<file path="src/tilt_angle_averager_unit_defines.svh">
// ----------------------------------------------------------------------------
// Tilt angle averager assertion macros
// Shared concurrent check forms for the averager RTL.
// ----------------------------------------------------------------------------
`ifndef TILT_ANGLE_AVERAGER_UNIT_DEFINES_SVH
`define TILT_ANGLE_AVERAGER_UNIT_DEFINES_SVH

// Same-cycle implication, held off during reset.
`define TAV_ASSERT_IMPLY(label, ck, rn, cond, expr) \
    label: assert property (@(posedge ck) disable iff (!rn) (cond) |-> (expr)) \
        else $error("tilt averager check failed");

// Next-cycle implication, held off during reset.
`define TAV_ASSERT_NEXT(label, ck, rn, cond, expr) \
    label: assert property (@(posedge ck) disable iff (!rn) (cond) |=> (expr)) \
        else $error("tilt averager sequence check failed");

`endif

</file>
<file path="src/tav_pkg.sv">
// ----------------------------------------------------------------------------
// Tilt angle averager package
// Widths, CORDIC arctangent table and status types shared by all modules.
// ----------------------------------------------------------------------------
package tav_pkg;

    localparam int ACC_W        = 16;
    localparam int ANGLE_W      = 16;
    localparam int SUM_W        = 22;
    localparam int LIMIT_W      = 15;
    localparam int CORDIC_STEPS = 20;
    localparam int ROOT_STEPS   = 24;
    localparam int ATAN_W       = 22;
    localparam int ZACC_W       = 24;
    localparam int RIGHT_ANGLE  = 11520;
    localparam int LIMIT_RESET  = 3840;

    typedef struct packed {
        logic                      done;
        logic signed [ANGLE_W-1:0] angle;
    } tilt_status_t;

    typedef struct packed {
        logic                      done;
        logic signed [ANGLE_W-1:0] mean;
    } mean_status_t;

    // atan(2^-i) in 2^-15 degree
    function automatic logic signed [ATAN_W-1:0] atan_entry(input logic [4:0] idx);
        logic signed [ATAN_W-1:0] val;
        begin
            case (idx)
                5'd0:    val = 22'sd1474560;
                5'd1:    val = 22'sd870484;
                5'd2:    val = 22'sd459940;
                5'd3:    val = 22'sd233473;
                5'd4:    val = 22'sd117189;
                5'd5:    val = 22'sd58652;
                5'd6:    val = 22'sd29333;
                5'd7:    val = 22'sd14667;
                5'd8:    val = 22'sd7334;
                5'd9:    val = 22'sd3667;
                5'd10:   val = 22'sd1833;
                5'd11:   val = 22'sd917;
                5'd12:   val = 22'sd458;
                5'd13:   val = 22'sd229;
                5'd14:   val = 22'sd115;
                5'd15:   val = 22'sd57;
                5'd16:   val = 22'sd29;
                5'd17:   val = 22'sd14;
                5'd18:   val = 22'sd7;
                5'd19:   val = 22'sd4;
                default: val = 22'sd0;
            endcase
            return val;
        end
    endfunction

endpackage

</file>
<file path="src/tav_tilt.sv">
// ----------------------------------------------------------------------------
// Tilt angle unit
// atan2(opp, hypot(a, b)): bit-serial square root, then one CORDIC step a cycle.
// ----------------------------------------------------------------------------
module tav_tilt (
    input  logic                              clk,
    input  logic                              rst_n,
    input  logic                              start,
    input  logic signed [tav_pkg::ACC_W:0]    opp,
    input  logic signed [tav_pkg::ACC_W-1:0]  side_a,
    input  logic signed [tav_pkg::ACC_W-1:0]  side_b,
    output tav_pkg::tilt_status_t             status
);
    import tav_pkg::*;

    localparam int SQ_W   = 2 * ACC_W;
    localparam int N_W    = SQ_W + ANGLE_W;
    localparam int ROOT_W = ROOT_STEPS;
    localparam int REM_W  = ROOT_W + 1;
    localparam int CX_W   = ROOT_W + 4;

    typedef enum logic [2:0] {T_IDLE, T_SQB, T_ROOT, T_CORDIC, T_ROUND} tstate_t;

    tstate_t                    state_reg;
    logic [4:0]                 step_reg;
    logic signed [ACC_W:0]      opp_reg;
    logic signed [ACC_W-1:0]    b_reg;
    logic [SQ_W-1:0]            sq_reg;
    logic [N_W-1:0]             n_reg;
    logic [REM_W-1:0]           rem_reg;
    logic [ROOT_W-1:0]          root_reg;
    logic signed [CX_W-1:0]     x_reg;
    logic signed [CX_W-1:0]     y_reg;
    logic signed [ZACC_W-1:0]   z_reg;
    logic                       done_reg;
    logic signed [ANGLE_W-1:0]  angle_reg;

    logic signed [ACC_W-1:0]    mul_in;
    logic signed [SQ_W-1:0]     prod;
    logic [REM_W+1:0]           rem_sh;
    logic [REM_W+1:0]           trial;
    logic                       take;
    logic [REM_W-1:0]           rem_next;
    logic [ROOT_W-1:0]          root_next;
    logic signed [CX_W-1:0]     dx;
    logic signed [CX_W-1:0]     dy;
    logic                       y_pos;
    logic signed [ZACC_W-1:0]   z_round;
    logic signed [ANGLE_W-1:0]  r_raw;

    always_comb
    begin
        mul_in    = (state_reg == T_IDLE) ? side_a : b_reg;
        prod      = mul_in * mul_in;
        rem_sh    = {rem_reg, n_reg[N_W-1 -: 2]};
        trial     = {1'b0, root_reg, 2'b01};
        take      = (rem_sh >= trial);
        rem_next  = take ? REM_W'(rem_sh - trial) : rem_sh[REM_W-1:0];
        root_next = {root_reg[ROOT_W-2:0], take};
        dx        = y_reg >>> step_reg;
        dy        = x_reg >>> step_reg;
        y_pos     = (y_reg > 0);
        z_round   = z_reg + ZACC_W'(128);
        r_raw     = ANGLE_W'(z_round >>> 8);
    end

    always_ff @(posedge clk or negedge rst_n)
    begin
        if (!rst_n)
        begin
            state_reg <= T_IDLE;
            step_reg  <= '0;
            done_reg  <= 1'b0;
        end
        else
        begin
            case (state_reg)
                T_IDLE:
                begin
                    if (start)
                    begin
                        opp_reg   <= opp;
                        b_reg     <= side_b;
                        sq_reg    <= SQ_W'(prod);
                        done_reg  <= 1'b0;
                        state_reg <= T_SQB;
                    end
                end
                T_SQB:
                begin
                    // seed the root with (a^2 + b^2) * 2^16
                    n_reg     <= {sq_reg + SQ_W'(prod), {ANGLE_W{1'b0}}};
                    rem_reg   <= '0;
                    root_reg  <= '0;
                    step_reg  <= '0;
                    state_reg <= T_ROOT;
                end
                T_ROOT:
                begin
                    n_reg    <= {n_reg[N_W-3:0], 2'b00};
                    rem_reg  <= rem_next;
                    root_reg <= root_next;
                    if (step_reg == 5'(ROOT_STEPS - 1))
                    begin
                        x_reg    <= $signed({4'b0000, root_next});
                        y_reg    <= CX_W'(opp_reg) <<< 8;
                        z_reg    <= '0;
                        step_reg <= '0;
                        if (root_next == '0 && opp_reg == '0)
                        begin
                            angle_reg <= '0;
                            done_reg  <= 1'b1;
                            state_reg <= T_IDLE;
                        end
                        else
                        begin
                            state_reg <= T_CORDIC;
                        end
                    end
                    else
                    begin
                        step_reg <= step_reg + 5'd1;
                    end
                end
                T_CORDIC:
                begin
                    if (y_pos)
                    begin
                        x_reg <= x_reg + dx;
                        y_reg <= y_reg - dy;
                        z_reg <= z_reg + ZACC_W'(atan_entry(step_reg));
                    end
                    else
                    begin
                        x_reg <= x_reg - dx;
                        y_reg <= y_reg + dy;
                        z_reg <= z_reg - ZACC_W'(atan_entry(step_reg));
                    end
                    step_reg <= step_reg + 5'd1;
                    if (step_reg == 5'(CORDIC_STEPS - 1))
                    begin
                        state_reg <= T_ROUND;
                    end
                end
                T_ROUND:
                begin
                    // clamp to a right angle either way
                    if (r_raw > ANGLE_W'(RIGHT_ANGLE))
                        angle_reg <= ANGLE_W'(RIGHT_ANGLE);
                    else if (r_raw < -ANGLE_W'(RIGHT_ANGLE))
                        angle_reg <= -ANGLE_W'(RIGHT_ANGLE);
                    else
                        angle_reg <= r_raw;
                    done_reg  <= 1'b1;
                    state_reg <= T_IDLE;
                end
                default:
                begin
                    state_reg <= T_IDLE;
                end
            endcase
        end
    end

    assign status.done  = done_reg;
    assign status.angle = angle_reg;

endmodule

</file>
<file path="config.mk">
export PLATFORM = sky130hd
export DESIGN_NAME = tav_tilt
export DESIGN_NICKNAME = d
export VERILOG_FILES = /design/src/tilt_angle_averager_unit_defines.svh /design/src/tav_pkg.sv /design/src/tav_tilt.sv
export SDC_FILE = /design/constraint.sdc
export NUM_CORES = 2
export LEC_CHECK = 0
export BUFFER_PORTS_ARGS = -buffer_cell sky130_fd_sc_hd__buf_2
export CORE_ASPECT_RATIO = 1.4
export CORE_UTILIZATION = 66
export DETAILED_ROUTE_END_ITERATION = 8
export GPL_ROUTABILITY_DRIVEN = 0
export MAX_ROUTING_LAYER = met4
export PLACE_DENSITY = 0.88
export RECOVER_POWER = 25
export SETUP_SLACK_MARGIN = 0.2
export SLEW_MARGIN = 20
export SYNTH_ARGS = -nofsm -noshare
export SYNTH_HDL_FRONTEND = slang
export SYNTH_SLANG_ARGS = --single-unit
</file>
<file path="constraint.sdc">
create_clock -name clk -period 11.1 [get_ports clk]
set_input_delay 1.11 -clock clk [delete_from_list [all_inputs] [get_ports clk]]
set_output_delay 1.11 -clock clk [all_outputs]
set_load 0.02 [all_outputs]
</file>
# Word level (Yosys, flattened, before mapping)
# Memory sizes are Yosys's and may differ from the RTL's.
# Cells that the tools add are included.
[op_classes]
n_bitwise = 0
div = 0
eq_ne = 10
shifts = 2
n_lt_le_gt_ge = 4
reduce_logical = 15
n_mul = 1
n_mux = 34
add_sub_neg = 10
[ops]
columns = ["cell", "n"]
rows = [
  ["two-way mux 28 bit", 4],
  ["one-hot mux 28 bit (2 select lines)", 2],
  ["one-hot mux 24 bit (2 select lines)", 2],
  ["one-hot mux 48 bit (2 select lines)", 1],
  ["two-way mux 22 bit", 4],
  ["two-way mux 16 bit", 5],
  ["adder 28 bit", 2],
  [">>> shifter 28 x 5 -> 28 bit", 2],
  ["subtractor 28 bit", 2],
  ["one-hot mux 25 bit (2 select lines)", 1],
  ["two-way mux 24 bit", 2],
  ["adder 32 bit", 1],
  ["multiplier 16 x 16 -> 32 bit", 1],
  ["one-hot mux 16 bit (2 select lines)", 1],
  ["> comparator 28 x 1 -> 1 bit, second input constant", 1],
  ["greater-or-equal comparator 27 x 26 -> 1 bit", 1],
  ["two-way mux 25 bit", 1],
  ["subtractor 25 bit", 1],
  ["adder 24 x 22 -> 24 bit", 1],
  ["adder 24 x 9 -> 24 bit, second input constant", 1],
  ["logical NOT 24 bit", 1],
  ["subtractor 24 x 22 -> 24 bit", 1],
  ["logical NOT 17 bit", 1],
  ["> comparator 16 x 15 -> 1 bit, second input constant", 1],
  ["other kinds (21)", 36],
]
[totals]
in_bits = 52
register_bits = 267
latch_bits = 0
ramBits = 0
elab_cells = 91
romBits = 1344
output_inout_bits = 17
mem_count = 2
[memory_table]
columns = ["name", "words", "width", "rd", "rd_clocked_by_memory_dff", "write_ports", "line", "rtl"]
rows = [
  ["(no name shown)", 32, 21, 1, 0, 0, "tav_pkg.sv:32", "case (idx)"],
  ["(no name shown)", 32, 21, 1, 0, 0, "tav_pkg.sv:32", ""],
]

# Depth between registers and ports, before layout
[depth]
depth_word = 6
ltp_mapped = 40

# Least setup slack after synthesis
# Ideal clock, no wire load.
[synth_timing]
path_kind = "flip-flop to flip-flop"
startpoint = "register state_reg[0]"
endpoint = "register n_reg[47], data pin"
period_less_slack_ps = 9568
setup_ps = 260
t_required_ps = 10840
setup_slack_ps = 1532
t_arrival_ps = 9308
stages_incl_launch_ff = 37
cell_sequence = "dfrtp_1 > clkbuf_1 > nor3_1 > buf_1 > buf_1 > mux2i_1 > inv_1 > clkbuf_1 > nand2_1 > fa_1 > fa_1 > fa_1 > inv_1 > fa_1 > fa_1 > inv_1 > fa_1 > inv_1 > ha_1 > nand2_1 > o2111ai_1 > o311ai_0 > a2111oi_0 > o21ai_0 > nand2b_1 > a21oi_1 > xnor2_1 > ha_1 > o21ai_0 > nand2b_1 > a31oi_1 > o21bai_1 > o41ai_1 > o2111ai_1 > xor2_1 > xnor3_1 > mux2_2"
[synth_between]
elab_chain_cells = 5
[synth_lines]
columns = ["item", "line", "rtl"]
rows = [
  ["start, declared", "tav_tilt.sv:24", "tstate_t state_reg;"],
  ["start signal, assigned", "tav_tilt.sv:71", "state_reg <= T_IDLE;"],
  ["start signal, assigned", "tav_tilt.sv:86", "state_reg <= T_SQB;"],
  ["start signal, assigned", "tav_tilt.sv:96", "state_reg <= T_ROOT;"],
  ["logical NOT 3 bit", "tav_tilt.sv:53", "mul_in = (state_reg == T_IDLE) ? side_a : b_reg;"],
  ["two-way mux 16 bit", "tav_tilt.sv:53", ""],
  ["multiplier 16 x 16 -> 32 bit", "tav_tilt.sv:54", "prod = mul_in * mul_in;"],
  ["named net prod[22]", "tav_tilt.sv:39", "logic signed [SQ_W-1:0] prod;"],
  ["adder 32 bit", "tav_tilt.sv:92", "n_reg <= {sq_reg + SQ_W'(prod), {ANGLE_W{1'b0}}};"],
  ["one-hot mux 48 bit (2 select lines)", "tav_tilt.sv:77", "case (state_reg)"],
  ["end signal, assigned", "tav_tilt.sv:92", ""],
  ["end signal, assigned", "tav_tilt.sv:100", "n_reg <= {n_reg[N_W-3:0], 2'b00};"],
  ["end, declared", "tav_tilt.sv:29", "logic [N_W-1:0] n_reg;"],
]
# The timed path passes the listed nets, and every way through them passes these cells. The select of a mux whose other input is x is not followed.
# A chain may end at the register's enable or synchronous reset.

# Worst setup path after layout
# Ends and elaborated chain as after synthesis.

==> metrics.yaml <==
sta:
  fin_skew_ns: 0.02762
  setup_viol: 0
  tightest_slew_ns: 4.320
  relSlewSlack_pct: -188.0
  setup_ws_ns: 0.7255
  rsz0062_at_grt: "no"
  slew_violations: 162
  setup_tns_ns: 0
  hold_viol: 0
  period_share_pct: 93.46
  period_needed_ns: 10.37
  fmax_mhz: 96.39
detailed_routing:
  vias_per_cell: 6.620
  drc: 0
  wire_per_inst_um: 21.05
  firstDrtPassIters: 9
  ant_nets: 0
  vias: 26189
  routed_wl_um: 83280
  drtIter0Drc: 2860
finish:
  area_delta_synth_final_pct: 5.448
  drive_above_1_share_pct: 7.729
  largest_reg_flops: 32
  fin_area_um2: 32400
  instances_no_fill: 3956
  nNetsFinal: 3837
run_status:
  status: "finished, violations left"
  violations: "max-capacitance violations, max-slew violations"
critical_path:
  crit_path_start_kind: "register"
  cp.required_ns: 11.42
  critPathTopFamily: "adder cells"
  path_class: "register to register"
  crit_path_end_kind: "register"
  crit_arrival_ns: 10.70
  cp_num_buf_inv: 7
  slowest_stage: "mux2i_2"
  crit_fanout: 19
  slowest_delay_ns: 0.64
logic_synthesis:
  yosys_warnings: 0
  synth_top_area_cell: "edfxtp_1"
  synth-compound-area-share_pct: 15.55
  synthDistinctLibCells: 104
  synth_top_family_by_area: "adder cells"
  syn_area_per_cell_um2: 9.272
  syn_nets: 3835
  synth-async-reset-ratio_pct: 3.600
  synth-adder-area-share_pct: 24.94
  synth_flop_cell: "edfxtp_1"
  yosys-top-cells-area: "edfxtp_1 (24%), fa_1 (16%), ha_1 (9.4%)"
  yosys.area.top_type_share_pct: 23.55
  synth_edf_count: 241
  ys_seq_area_share_pct: 24.29
  ys_ff_latch: 250
  synth-simple-area-share_pct: 14.71
  syn_area_um2: 30730
  yosys-mux-area-fraction_pct: 7.476
  syn_inst: 3314
  synth_xor_area_share_pct: 5.945
floorplanning:
  start_util_pct: 66.85
  core_um2: 45960
  rows: 93
  die_w_um: 184.4
  io_pins: 69
  die_h_um: 257.3
  die_area_um2: 47430
grt:
  track_usage_pct: 36.60
  grt_pass1_wl_um: 133700
  antenna_found_initial: 1
  gr-total-overflow: 0
  grt_pass1_vias: 26825
  grt_max_degree: 82
place:
  place_area_um2: 31500
  place_hpwl_um: 63220
  placedCellCount: 3902
  port_buffers: 68
  place_ws_ns: -0.01131
flow_run:
  cap_violations: 2
min_path:
  hold_path.class: "register to register"
clock_network:
  cts_tree: "done"
  cts_buffers: 28
  worstSkewPairLatency_ns: 0.58
  clk_pin_slew_ns: 0.06
  h-tree-depth: 1
  cts.sinks: 250
  clockBufferDepth: 3
  root_buffer: "clkbuf_16"
  cts_setup_buffers: 0
synthesized netlist by cell type (12+ instances only):
master / count
nand3_1: 57
a221oi_1: 12
nor3b_1: 12
mux2_2: 25
o21a_1: 38
nor2_1: 286
xor2_1: 83
and3_1: 22
a211oi_1: 26
o21bai_1: 23
fa_1: 239
buf_2: 15
nand4_1: 20
xnor2_1: 123
inv_1: 416
a21oi_1: 197
a31oi_1: 22
buf_1: 17
edfxtp_1: 241
o21ai_0: 159
or2_2: 16
or3_1: 19
and2_1: 21
a21o_1: 72
nor2b_1: 29
nand2b_1: 38
nor3_1: 64
o211ai_1: 24
mux2i_1: 67
clkbuf_1: 80
nor4_1: 30
ha_1: 230
o31ai_1: 30
nand2_1: 304
mux4_2: 45
layer usage:
layer,vias to the layer above,part of all wire [%],track usage [%]
met4,0,7.7,24.51
met2,1491,51,62.94
met5,-,0,-
met1,12532,34,37.48
met3,524,8.0,7.119
li1,11642,-,-
worst reg2reg max path: cells and delay by family (launching register included):
| family | cells | cell delay [ns] |
|---|---|---|
| AO/OA/AOI/OAI | 11 | 2.51 |
| flip-flops | 1 | 0.50 |
| multiplexers | 2 | 0.94 |
| AND/OR/NAND/NOR | 4 | 0.68 |
| XOR/XNOR | 3 | 0.63 |
| adder cells (fa/ha/maj) | 8 | 3.77 |
| buffers and inverters | 7 | 1.10 |
cell families after synthesis:
family                     Yosys count
AOI/OAI and AO/OA                  734
xor gates and xnor gates           207
adders and majority gates          469
buffers and inverters              547
DFF                                250
muxes                              152
and+or+nand+nor                    955
timing repair:
action,4_1_cts,5_1_grt
gates cloned,0,0
setup endpoints to repair,1,3
hold buffers,0,0
resized for setup,1,3
layout make-up:
cell class	count	area, um^2
diodes	1	2.502
clock buffers	39	794.5
clock inverters	13	102.6
fillers	3177	13560
inverters	422	1584
multi-input cells	2517	21150
flip-flops and latches	250	7470
well taps	617	772.0
repair buffers	97	524.3
cells in the final DEF, fill, tap and decap left out, types with 30 or more instances in the layout:
master     count
xor2_1        83
mux2i_1       66
fa_1         239
a21o_1        72
mux4_2        45
o21ai_0      159
xnor2_1      123
nor2_1       286
nor3_1        61
a21oi_1      196
nand2_1      302
clkbuf_16     30
ha_1         230
nand3_1       57
o31ai_1       30
inv_1        416
buf_2         50
nand2b_1      38
edfxtp_1     241
o21a_1        38
metrics by stage:
stage | hold WS, ns | utilization (%)
2_1_floorplan | 0.4632 | -
3_3_place_gp | 0.4480 | 68.54
3_5_place_dp | 0.4546 | 68.54
4_1_cts | 0.3976 | 70.49
5_1_grt | 0.5018 | 70.49
6_report | 0.4764 | 70.49
worst paths after layout:
kind                                          startpoint                      end  slack, ns  cells past startpoint
worst max-delay path            state_reg[0]$_DFFE_PN0P_      n_reg[47]$_DFFE_PP_       0.73                     35
worst min-delay path             step_reg[0]$_DFFE_PN0P_  step_reg[0]$_DFFE_PN0P_       0.48                      1
worst max register to register  state_reg[0]$_DFFE_PN0P_      n_reg[47]$_DFFE_PP_       0.73                     35
worst min register to register   step_reg[0]$_DFFE_PN0P_  step_reg[0]$_DFFE_PN0P_       0.48                      1
max in group asynchronous                          rst_n  step_reg[1]$_DFFE_PN0P_      10.06                      1
min in group asynchronous                          rst_n  step_reg[4]$_DFFE_PN0P_       0.54                      1
Power is not shown: default switching activity piles up to over one toggle a cycle in this logic, so the estimate is an artifact.
