==> src/tilt_angle_averager_unit_defines.svh <==
// ----------------------------------------------------------------------------
// Tilt angle averager assertion macros
// Shared concurrent check forms for the averager RTL.
// ----------------------------------------------------------------------------
`ifndef TILT_ANGLE_AVERAGER_UNIT_DEFINES_SVH
`define TILT_ANGLE_AVERAGER_UNIT_DEFINES_SVH

// Same-cycle implication, held off during reset.
`define TAV_ASSERT_IMPLY(label, ck, rn, cond, expr) \
    label: assert property (@(posedge ck) disable iff (!rn) (cond) |-> (expr)) \
        else $error("tilt averager check failed");

// Next-cycle implication, held off during reset.
`define TAV_ASSERT_NEXT(label, ck, rn, cond, expr) \
    label: assert property (@(posedge ck) disable iff (!rn) (cond) |=> (expr)) \
        else $error("tilt averager sequence check failed");

`endif

==> src/tav_pkg.sv <==
// ----------------------------------------------------------------------------
// Tilt angle averager package
// Widths, CORDIC arctangent table and status types shared by all modules.
// ----------------------------------------------------------------------------
package tav_pkg;

    localparam int ACC_W        = 16;
    localparam int ANGLE_W      = 16;
    localparam int SUM_W        = 22;
    localparam int LIMIT_W      = 15;
    localparam int CORDIC_STEPS = 20;
    localparam int ROOT_STEPS   = 24;
    localparam int ATAN_W       = 22;
    localparam int ZACC_W       = 24;
    localparam int RIGHT_ANGLE  = 11520;
    localparam int LIMIT_RESET  = 3840;

    typedef struct packed {
        logic                      done;
        logic signed [ANGLE_W-1:0] angle;
    } tilt_status_t;

    typedef struct packed {
        logic                      done;
        logic signed [ANGLE_W-1:0] mean;
    } mean_status_t;

    // atan(2^-i) in 2^-15 degree
    function automatic logic signed [ATAN_W-1:0] atan_entry(input logic [4:0] idx);
        logic signed [ATAN_W-1:0] val;
        begin
            case (idx)
                5'd0:    val = 22'sd1474560;
                5'd1:    val = 22'sd870484;
                5'd2:    val = 22'sd459940;
                5'd3:    val = 22'sd233473;
                5'd4:    val = 22'sd117189;
                5'd5:    val = 22'sd58652;
                5'd6:    val = 22'sd29333;
                5'd7:    val = 22'sd14667;
                5'd8:    val = 22'sd7334;
                5'd9:    val = 22'sd3667;
                5'd10:   val = 22'sd1833;
                5'd11:   val = 22'sd917;
                5'd12:   val = 22'sd458;
                5'd13:   val = 22'sd229;
                5'd14:   val = 22'sd115;
                5'd15:   val = 22'sd57;
                5'd16:   val = 22'sd29;
                5'd17:   val = 22'sd14;
                5'd18:   val = 22'sd7;
                5'd19:   val = 22'sd4;
                default: val = 22'sd0;
            endcase
            return val;
        end
    endfunction

endpackage

==> src/tav_mean_div.sv <==
// ----------------------------------------------------------------------------
// Window mean divider
// Rounded sum / WINDOW_LEN by bit-serial restoring division, one bit a cycle.
// ----------------------------------------------------------------------------
module tav_mean_div #(
    parameter int WINDOW_LEN = 50
) (
    input  logic                              clk,
    input  logic                              rst_n,
    input  logic                              start,
    input  logic signed [tav_pkg::SUM_W-1:0]  sum,
    output tav_pkg::mean_status_t             status
);
    import tav_pkg::*;

    localparam int NUM_W   = SUM_W + 1;
    localparam int DIV_W   = $clog2(2 * WINDOW_LEN + 1);
    localparam int CNT_W   = $clog2(NUM_W + 1);
    localparam int DIVISOR = 2 * WINDOW_LEN;

    logic                       busy_reg;
    logic                       done_reg;
    logic                       neg_reg;
    logic [CNT_W-1:0]           cnt_reg;
    logic [NUM_W-1:0]           num_reg;
    logic [DIV_W-1:0]           rem_reg;
    logic signed [ANGLE_W-1:0]  mean_reg;

    logic [SUM_W-1:0]           mag;
    logic [DIV_W:0]             rem_sh;
    logic                       fits;
    logic [NUM_W-1:0]           quot;

    always_comb
    begin
        mag    = sum[SUM_W-1] ? SUM_W'(-sum) : SUM_W'(sum);
        rem_sh = {rem_reg, num_reg[NUM_W-1]};
        fits   = (rem_sh >= (DIV_W + 1)'(DIVISOR));
        quot   = {num_reg[NUM_W-2:0], fits};
    end

    always_ff @(posedge clk or negedge rst_n)
    begin
        if (!rst_n)
        begin
            busy_reg <= 1'b0;
            done_reg <= 1'b0;
            cnt_reg  <= '0;
        end
        else if (start)
        begin
            // numerator 2*|sum| + N gives round half away from zero
            num_reg  <= {mag, 1'b0} + NUM_W'(WINDOW_LEN);
            neg_reg  <= sum[SUM_W-1];
            rem_reg  <= '0;
            cnt_reg  <= '0;
            busy_reg <= 1'b1;
            done_reg <= 1'b0;
        end
        else if (busy_reg)
        begin
            rem_reg <= fits ? DIV_W'(rem_sh - (DIV_W + 1)'(DIVISOR)) : rem_sh[DIV_W-1:0];
            num_reg <= quot;
            cnt_reg <= cnt_reg + CNT_W'(1);
            if (cnt_reg == CNT_W'(NUM_W - 1))
            begin
                mean_reg <= neg_reg ? -ANGLE_W'(quot) : ANGLE_W'(quot);
                busy_reg <= 1'b0;
                done_reg <= 1'b1;
            end
        end
    end

    assign status.done = done_reg;
    assign status.mean = mean_reg;

endmodule
==> config.mk <==
export PLATFORM = sky130hd
export DESIGN_NAME = tav_mean_div
export DESIGN_NICKNAME = d
export VERILOG_FILES = /design/src/tilt_angle_averager_unit_defines.svh /design/src/tav_pkg.sv /design/src/tav_mean_div.sv
export SDC_FILE = /design/constraint.sdc
export NUM_CORES = 1
export LEC_CHECK = 0
export BUFFER_PORTS_ARGS = -buffer_cell sky130_fd_sc_hd__buf_2
export CAP_MARGIN = 0
export CORE_UTILIZATION = 45
export DETAILED_ROUTE_END_ITERATION = 7
export SYNTH_ARGS = -nofsm -noshare
export SYNTH_HDL_FRONTEND = slang
export SYNTH_SLANG_ARGS = --single-unit
==> constraint.sdc <==
create_clock -name clk -period 3.2 [get_ports clk]
set_input_delay 0.16 -clock clk [delete_from_list [all_inputs] [get_ports clk]]
set_output_delay 0.16 -clock clk [all_outputs]
set_load 0.01 [all_outputs]
# Word-level counts from Yosys, hierarchy flattened
# Cells that the tools add are included.
totals:
  ff_bits: 54
  input_bits: 25
  output_inout_bits: 17
  word_cells: 35
op_classes:
  n_addsub: 5
  magnitude_cmp: 1
  eq_ne: 1
  mux: 14
  n_bitwise: 1
  n_reduce_logical: 6
op_table:
  columns: ["cell", "count"]
  rows:
  - ["2-to-1 mux 23 bit", 2]
  - ["adder 23 x 6 -> 23 bit, second input constant", 1]
  - ["2-to-1 mux 22 bit", 1]
  - ["negation 22 bit", 1]
  - ["2-to-1 mux 16 bit", 1]
  - ["negation 16 bit", 1]
  - ["2-to-1 mux 7 bit", 2]
  - ["2-to-1 mux 5 bit", 2]
  - ["greater-or-equal comparator 8 x 7 -> 1 bit, second input constant", 1]
  - ["subtractor 7 bit, second input constant", 1]
  - ["2-to-1 mux 1 bit", 6]
  - ["AND reduction 2 bit", 3]
  - ["adder 5 x 1 -> 5 bit, second input constant", 1]
  - ["equality test 5 bit, second input constant", 1]
  - ["AND reduction 4 bit", 1]
  - ["nonzero test 2 bit", 2]
  - ["inverter 1 bit", 1]

# Longest topological paths before layout
# Gate-level depths: netlist of run 1.
depth:
  depth_word: 4
  depth_mapped: 13
  depth_no_buf: 13

# Least setup slack after synthesis of run 1
# Ideal clock, no wire load.
synth_path:
  path_kind: "input to register"
  start: "input port sum[6] in the netlist's numbering"
  end: "register num_reg[16], data pin"
  setup_time_ns: 0.152
  arrival_ns: 2.850
  required_ns: 3.048
  path_slack_ns: 0.198
  cell_stages: 10
  cell_sequence: "clkbuf_1 -> or4_1 -> clkbuf_1 -> o41ai_1 -> xor2_1 -> or4b_1 -> buf_2 -> o21a_1 -> or4_1 -> a31oi_1"
synth_via:
  elab_chain_cells: 4
synth_rtl:
  columns: ["element", "line_no", "text"]
  rows:
  - ["start, declared", "tav_mean_div.sv:11", "input logic signed [tav_pkg::SUM_W-1:0] sum,"]
  - ["negation 22 bit", "tav_mean_div.sv:36", "mag = sum[SUM_W-1] ? SUM_W'(-sum) : SUM_W'(sum);"]
  - ["2-to-1 mux 22 bit (*)", "tav_mean_div.sv:36", null]
  - ["adder 23 x 6 -> 23 bit (*)", "tav_mean_div.sv:53", "num_reg <= {mag, 1'b0} + NUM_W'(WINDOW_LEN);"]
  - ["2-to-1 mux 23 bit (*)", "tav_mean_div.sv:50", "else if (start)"]
  - ["end signal, assigned", "tav_mean_div.sv:53", null]
  - ["end signal, assigned", "tav_mean_div.sv:63", "num_reg <= quot;"]
  - ["end, declared", "tav_mean_div.sv:25", "logic [NUM_W-1:0] num_reg;"]
# Mark *: on every way between the ends. The rest lies on a longest branch, timed or not.
# A chain may end at the register's enable or synchronous reset.

# Worst setup path in the final report of run 1
layout_path:
  start: "input port sum[0] in the netlist's numbering"
  end: "register num_reg[16], data pin"
# The elaborated chain is that of the path after synthesis.

==> flow_summary.ini, run 1 <==
[yosys]
synth_nets = 433
ys_seq_area_frac = 0.4124
yosysUniqueCellTypes = 64
synthArstFlopShare = 0.1296
ys.warnings.count = 0
synth_edf_count = 47
avgSynthCellArea_sq_um = 9.595
synth_area_sq_um = 3847
synth_top_flop_cell = edfxtp_1
synth_seq_cells = 54
syn_inst = 401

[routing]
firstDrtPassIters = 4
detail_route.wl_per_cell_microns = 14.37
drc_errors = 0
drtAntennaViolNets = 0
vias_per_cell = 5.588
wl_mm = 7.875
drtIter0Drc = 149
vias = 3062

[global_route]
grt-ovfl-total = 0
antenna_found_initial = 0
grtUsageTotal = 0.1857
grt_pass1_wl_mm = 13.20
grt_pass1_vias = 2740
grt_max_degree = 44

[timing]
slew_headroom = 0.6932
max_freq_mhz = 348.6
fin_tns_setup_ns = 0
finClkSkew_ns = 0.004559
tightest_slew_ns = 0.4602
period_minus_slack_ns = 2.868
finalSetupViolations = 0
slew_violations = 0
fin_ws_ns = 0.3316
hold_viol_final = 0
rsz0062_at_grt = false
fin_crit_sh = 0.8964
whs_ns = 0.2698

[critical_path]
path_class = in -> reg
slowest_stage = or4b_1
path_max_fanout = 9
arrival_ns = 2.90
crit_path_end_kind = flop
path_cells = buf_2, inv_1, ha_1, o21bai_1, a2111o_1, a32oi_2, or4b_1, nor4b_1, or4_1, a31oi_1
ff2ff_setup_slack_ns = 0.49
critPathRequiredTime_ns = 3.24
startpoint_type = input pin
slowest_delay_ns = 0.61

[clock_tree]
cts_tree = done
root_buffer = clkbuf_8
clk_pin_slew_ns = 0.09
clockBufferDepth = 2
clock_latency_ns = 0.30
htree_levels = 2
numCtsBuffers = 5
cts.sinks = 54

[die]
initial_core_util = 0.4659
rows = 33
die_w_microns = 94.47
die_area_sq_um = 8924
io_pins = 42
die_y_microns = 94.47
core_sq_um = 8258

[placed_design]
dp_hpwl_mm = 5.959
pre_cts_slack_ns = 0.07082
io_buffers = 41
dpl_cell_area_sq_um = 4222
place.gp.congestion = 0.8868

[power]
vdd_drop_max_v = 0.0001998
p_leak_nw = 1.597
powerDensity_nw_per_um2 = 380.0
power_w = 0.001652

[layout]
drive_above_1_share = 0.1941
final_common_cell = edfxtp_1
final_cell_area_sq_um = 4348
largest_reg_flops = 23
area_growth_pct = 13.01
final_cell_mix = 47 x edfxtp_1, 41 x buf_2, 38 x nor2_1
antenna_cells = 0
layout.nets = 474

[worst_hold_path]
hp-class = in -> reg

[outcome]
status = finished clean

[job]
cap_violations = 0
==> area by class of cell <==
type	instances	area, sq um
Timing Repair Buffer	62	365.4
Inverter	12	45.04
Clock buffer	7	86.33
Tap cell	105	131.4
Clock inverter	1	30.03
Sequential cell	54	1587
Fill cell	780	3910
Multi-Input combinational cell	307	2103
==> repair_timing <==
item	4_1_cts	5_1_grt
hold endpoints to repair	7	0
resized for setup	0	0
hold buffers	1	0
setup buffers	0	0
==> cells in the mapped netlist, types with 4 or more instances <==
library cell,instances,area share
a211oi_1,6,0.012
a21oi_1,12,0.016
a31oi_1,9,0.015
clkbuf_1,25,0.024
dfrtp_1,7,0.046
edfxtp_1,47,0.37
ha_1,7,0.023
inv_1,11,0.011
mux2_2,9,0.026
mux2i_1,5,0.013
nand2_1,31,0.030
nand2b_1,7,0.011
nand3_1,5,0.0065
nand3b_1,4,0.0078
nand4_1,8,0.013
nand4b_1,4,0.0091
nor2_1,38,0.037
nor2b_1,4,0.0065
nor3_1,14,0.018
o211ai_1,4,0.0078
o21ai_0,13,0.017
o31ai_1,11,0.021
o41ai_1,5,0.011
or3_1,6,0.0098
or4_1,5,0.0098
xnor2_1,35,0.080
xor2_1,13,0.030
==> path summary, 6_finish.rpt <==
path	from	end	cells after the start
max	sum[0]	num_reg[16]	10
min	start	busy_reg	3
max reg2reg	rem_reg[1]	mean_reg[14]	13
min reg2reg	done_reg	done_reg	2
max in group asynchronous	rst_n	cnt_reg[2]	2
min in group asynchronous	rst_n	cnt_reg[0]	2
==> through the flow <==
step | utilization | instances
floorplan | - | 401
global placement | 0.5112 | 539
detailed placement | 0.5112 | 539
CTS | 0.5265 | 548
global route | 0.5265 | 548
finish | 0.5265 | 548
==> power by group <==
| part | internal (W) | switching (W) |
|---|---|---|
| registers | 0.000824 | 0.0000383 |
| logic | 0.000150 | 0.000174 |
| clock network | 0.000255 | 0.000211 |
==> logic make-up (layout without fill, tap and decap cells) <==
| kind of cell | Yosys count | after routing | share of synthesized area |
|---|---|---|---|
| simple gates | 150 | 150 | 0.2088 |
| compound gates | 88 | 88 | 0.1652 |
| flops | 54 | 54 | 0.4124 |
| xor+xnor | 48 | 48 | 0.1093 |
| buf+inv | 40 | 82 | 0.04227 |
| mux | 14 | 14 | 0.03935 |
| fa+ha+maj | 7 | 7 | 0.02276 |
==> layer usage <==
| metal | routed length, microns | GRT usage |
|---|---|---|
| met1 | 4056 | 0.2736 |
| met2 | 3457 | 0.2856 |
| met3 | 273 | 0.02254 |
| met4 | 87 | 0.05303 |
| met5 | 0 | 0 |
==> worst max-delay path: cells and delay by family <==
family / cells / cell delay (ns)
compound gates: 4 / 0.97
buf+inv: 2 / 0.25
fa+ha+maj: 1 / 0.29
simple gates: 3 / 1.22
No activity file was read; power rests on OpenSTA's default activity.
==> run 2: changes to the inputs <==
--- a/config.mk
+++ b/config.mk
@@ -5,10 +5,10 @@
 export SDC_FILE = /design/constraint.sdc
 export NUM_CORES = 1
 export LEC_CHECK = 0
-export BUFFER_PORTS_ARGS = -buffer_cell sky130_fd_sc_hd__buf_2
 export CAP_MARGIN = 0
 export CORE_UTILIZATION = 45
 export DETAILED_ROUTE_END_ITERATION = 7
+export DONT_BUFFER_PORTS = 1
 export SYNTH_ARGS = -nofsm -noshare
 export SYNTH_HDL_FRONTEND = slang
 export SYNTH_SLANG_ARGS = --single-unit
==> flow_summary.ini, run 2 (synthesis gave the netlist of run 1 again) <==
[clock_tree]
clockBufferDepth = 2
post_cts_buffers = 0
cts_tree = done
root_buffer = clkbuf_8
numCtsBuffers = 5
cts.sinks = 54
clk_pin_slew_ns = 0.10
clock_latency_ns = 0.31
htree_levels = 2

[worst_hold_path]
holdPathStages = 1
hp-class = in -> reg
hold_end = rem_reg[1]
hold_start = start

[outcome]
status = finished clean

[layout]
final_common_cell = edfxtp_1
antenna_cells = 0
final_cell_area_sq_um = 4060
instances_no_fill = 500
drive_above_1_share = 0.08861
area_growth_pct = 5.528
layout.nets = 426
largest_reg_flops = 23
final_cell_mix = 47 x edfxtp_1, 38 x nor2_1, 35 x xnor2_1

[critical_path]
arrival_ns = 2.78
r2r_end = mean_reg[12]
ff2ff_setup_slack_ns = 0.48
rr_startpoint = rem_reg[1]
path_max_fanout = 6
crit_path_end_kind = flop
worst-r2r-cell-count = 13
path_class = reg -> reg
startpoint_type = flop
critPathRequiredTime_ns = 3.26

[timing]
fin_tns_setup_ns = 0
finClkSkew_ns = 0.01074
slew_violations = 0
tightest_slew_ns = 0.6678
rsz0062_at_grt = false
whs_ns = 0.03779
hold_viol_final = 0
finalSetupViolations = 0
slew_headroom = 0.5533
period_minus_slack_ns = 2.722
max_freq_mhz = 367.4
fin_crit_sh = 0.8506

[die]
core_sq_um = 8258
die_area_sq_um = 8924
die_w_microns = 94.47
die_y_microns = 94.47
rows = 33
initial_core_util = 0.4659
io_pins = 42

[routing]
vias_per_cell = 5.808
detail_route.wl_per_cell_microns = 16.35
drc_errors = 0
firstDrtPassIters = 4
drtIter0Drc = 161
vias = 2904
wl_mm = 8.173
drtAntennaViolNets = 0

[global_route]
grtUsageTotal = 0.1932
grt_pass1_vias = 2827
grt_pass1_wl_mm = 13.70
grt-ovfl-total = 0
grt_max_degree = 40
antenna_found_initial = 0

[power]
p_leak_nw = 1.383
powerDensity_nw_per_um2 = 369.6
vdd_drop_max_v = 0.0001755

[placed_design]
dpl_cell_area_sq_um = 3949
place.gp.congestion = 0.9067
dpl.cell_count = 489
io_buffers = 0
dp_hpwl_mm = 5.858

[job]
cap_violations = 0
## run 2: area by class of cell
type                            instances  area [sq um]
Clock buffer                            6         72.57
Sequential cell                        54          1587
Inverter                               12         45.04
Timing Repair Buffer                   14         112.6
Multi-Input combinational cell        307          2103
Fill cell                             794          4198
Tap cell                              105         131.4
Clock inverter                          2         8.758
## run 2: routing by layer
| layer | up-vias | routed length (microns) | global-route usage |
|---|---|---|---|
| li1 | 1482 | - | - |
| met1 | 1356 | 4262 | 0.2768 |
| met2 | 60 | 3572 | 0.3031 |
| met3 | 6 | 267 | 0.02899 |
| met4 | 0 | 71 | 0.05177 |
| met5 | - | 0 | 0 |
## run 2: power by group
part	switching [W]	internal (W)	leakage, nW
Combinational	0.000137	0.000136	0.800
Sequential	0.0000391	0.000824	0.540
Clock	0.000214	0.000151	0.0426
## run 2: repair_timing
item,4_1_cts,5_1_grt
endpoints found under the hold margin,21,0
hold buffers,3,0
gates resized for setup,0,0
## run 2: worst max path at each step
stage,start,endpoint,slack (ns),cells after the start
floorplan,sum[6],num_reg[16],0.20,10
CTS,rem_reg[1],mean_reg[12],0.45,13
finish,rem_reg[1],mean_reg[12],0.48,13
global placement,sum[6],num_reg[16],0.24,7
global route,rem_reg[1],mean_reg[12],0.18,13
detailed placement,sum[6],num_reg[16],0.17,7
## run 2: through the flow
step | utilization | setup WS [ns] | total power, W
finish | 0.4917 | 0.4781 | 0.001501
global route | 0.4917 | 0.1800 | 0.001576
CTS | 0.4917 | 0.4548 | 0.001520
detailed placement | 0.4782 | 0.1701 | 0.001144
global placement | 0.4782 | 0.2373 | 0.001137
floorplan | - | 0.1982 | 0.001108
## run 2: worst max-delay path: stages (launching register included)
cell and delay [ns]:
edfxtp_1 0.48, inv_1 0.09, ha_1 0.16, nand2b_1 0.08, a21o_1 0.16, a31o_2 0.30
inv_1 0.18, ha_1 0.19, nand2b_1 0.08, nand2b_1 0.18, nor2_1 0.11, nand2_1 0.10
o31ai_1 0.27, xnor2_1 0.10
==> run 3: changes to the inputs <==
==> constraint.sdc (replaced) <==
create_clock -name clk -period 2.8 [get_ports clk]
set_input_delay 0.14 -clock clk [delete_from_list [all_inputs] [get_ports clk]]
set_output_delay 0.14 -clock clk [all_outputs]
set_load 0.01 [all_outputs]
==> flow_summary.ini, run 3 (synthesis gave the netlist of run 1 again) <==
[power]
powerDensity_nw_per_um2 = 420.3
power.switching_w = 0.0004484
vdd_drop_max_v = 0.0002103
power.share.clock = 0.252
internal_power_w = 0.001313
switching_share = 0.2546
p_seq_frac = 0.560
pwr-share-comb = 0.188
p_leak_nw = 1.460

[clock_tree]
cts.sinks = 54
numCtsBuffers = 5
clk_pin_slew_ns = 0.10
post_cts_buffers = 0
hold_buffers = 3
root_buffer = clkbuf_8
clockBufferDepth = 2
cts_tree = done
clock_latency_ns = 0.31
post_cts_resized = 0
htree_levels = 2

[worst_hold_path]
hp-class = in -> reg

[die]
die_w_microns = 94.47
die_y_microns = 94.47
initial_core_util = 0.4659
core_sq_um = 8258
rows = 33
io_pins = 42
die_area_sq_um = 8924

[timing]
period_minus_slack_ns = 2.548
max_freq_mhz = 392.5
finClkSkew_ns = 0.009166
fin_ws_ns = 0.2524
finalSetupViolations = 0
rsz0062_at_grt = false
tightest_slew_ns = 0.6767
whs_ns = 0.01728
slew_violations = 0
slew_headroom = 0.5474
hold_viol_final = 0
fin_crit_sh = 0.9098

[critical_path]
path_max_fanout = 5
slowest_delay_ns = 0.48
path_class = reg -> reg
startpoint_type = flop
rr_startpoint = rem_reg[1]
r2r_end = mean_reg[12]
worst-r2r-cell-count = 13
cp_common_cell = nand2b_1
startpoint = rem_reg[1]
path_cells = inv_1, ha_1, nand2b_1, a21o_1, a31o_2, inv_1, ha_1, nand2b_1, nand2b_1, nor2_1, nand2_1, o31ai_1, xnor2_1
worstSetupEndpoint = mean_reg[12]
ff2ff_setup_slack_ns = 0.25
critPathRequiredTime_ns = 2.86
arrival_ns = 2.61
crit_path_end_kind = flop
slowest_stage = edfxtp_1

[global_route]
grt-ovfl-total = 0
grt_pass1_vias = 2802
grt_pass1_wl_mm = 13.76
grtUsageTotal = 0.1958
grt_max_degree = 40
antenna_found_initial = 0

[placed_design]
pre_cts_slack_ns = -0.05493
dpl_cell_area_sq_um = 4059
place.gp.congestion = 0.8280
dp_hpwl_mm = 5.966
io_buffers = 0
dpl.cell_count = 502

[layout]
instances_no_fill = 514
antenna_cells = 0
multi_input_area_sq_um = 2116
layout.nets = 440
nFillCells = 783
drive_above_1_share = 0.1247
utilization = 0.5074
final_common_cell = edfxtp_1
largest_reg_flops = 23
regArea_sq_um = 1587
area_growth_pct = 8.911
final_cell_mix = 47 x edfxtp_1, 38 x nor2_1, 35 x xnor2_1
final_cell_area_sq_um = 4190

[routing]
drc_errors = 0
drtAntennaViolNets = 0
firstDrtPassIters = 4
wl_mm = 8.194
vias = 2961
vias_per_cell = 5.761
detail_route.wl_per_cell_microns = 15.94
drtIter0Drc = 138

[job]
cap_violations = 0

[outcome]
status = finished clean
-- run 3: cell count changes in the layout (fill, tap and decap cells not counted) --
cell and delta:
buf_4 +13, clkbuf_8 +1, clkinv_1 -1, dlygate4sd3_1 +1, o31ai_1 -1, o31ai_2 +1
o41ai_1 -1, o41ai_2 +1
-- run 3: worst min path at each step --
stage	slack [ns]	from	depth (start not counted)	to
floorplan	-0.16	rst_n	0	busy_reg
global placement	-0.15	rst_n	0	done_reg
detailed placement	-0.15	rst_n	0	done_reg
CTS	0.002	start	1	rem_reg[6]
global route	0.0007	start	1	rem_reg[4]
finish	0.02	start	1	rem_reg[1]
-- run 3: through the flow --
stage | TNS [ns] | power (W)
5_1_grt | 0 | 0.001845
6_report | 0 | 0.001761
3_3_place_gp | 0 | 0.001318
4_1_cts | 0 | 0.001778
2_1_floorplan | -0.07942 | 0.001271
3_5_place_dp | -0.05493 | 0.001326
-- run 3: critical path: cells and delay by family, from the launching register on --
kind	cells	cell delay, ns
compound gates	3	0.66
simple gates	5	0.53
flops	1	0.48
fa+ha+maj	2	0.33
buf+inv	2	0.18
xor+xnor	1	0.10
-- run 3: area by class of cell --
| cell class | instances | share of cell area |
|---|---|---|
| sequential | 54 | 0.3786 |
| tap | 105 | 0.03135 |
| inverter | 12 | 0.01075 |
| clock inverter | 1 | 0.001194 |
| timing repair buffer | 28 | 0.05255 |
| multi-input combinational | 307 | 0.5049 |
| clock buffer | 7 | 0.02060 |
-- run 3: per-layer routing --
metal / vias to the layer above / GRT usage / wire, microns
met5: - / 0 / 0
met1: 1386 / 0.2845 / 4256
met2: 61 / 0.3062 / 3585
li1: 1508 / - / -
met4: 0 / 0.04924 / 89
met3: 6 / 0.02738 / 262
-- run 3: power groups by stage --
stage / logic (W) / registers [W] / clock network [W]
floorplan: 0.000282 / 0.000989 / 0
global placement: 0.000317 / 0.00100 / 0
detailed placement: 0.000322 / 0.00100 / 0
CTS: 0.000333 / 0.000986 / 0.000460
global route: 0.000372 / 0.000994 / 0.000479
finish: 0.000331 / 0.000986 / 0.000444
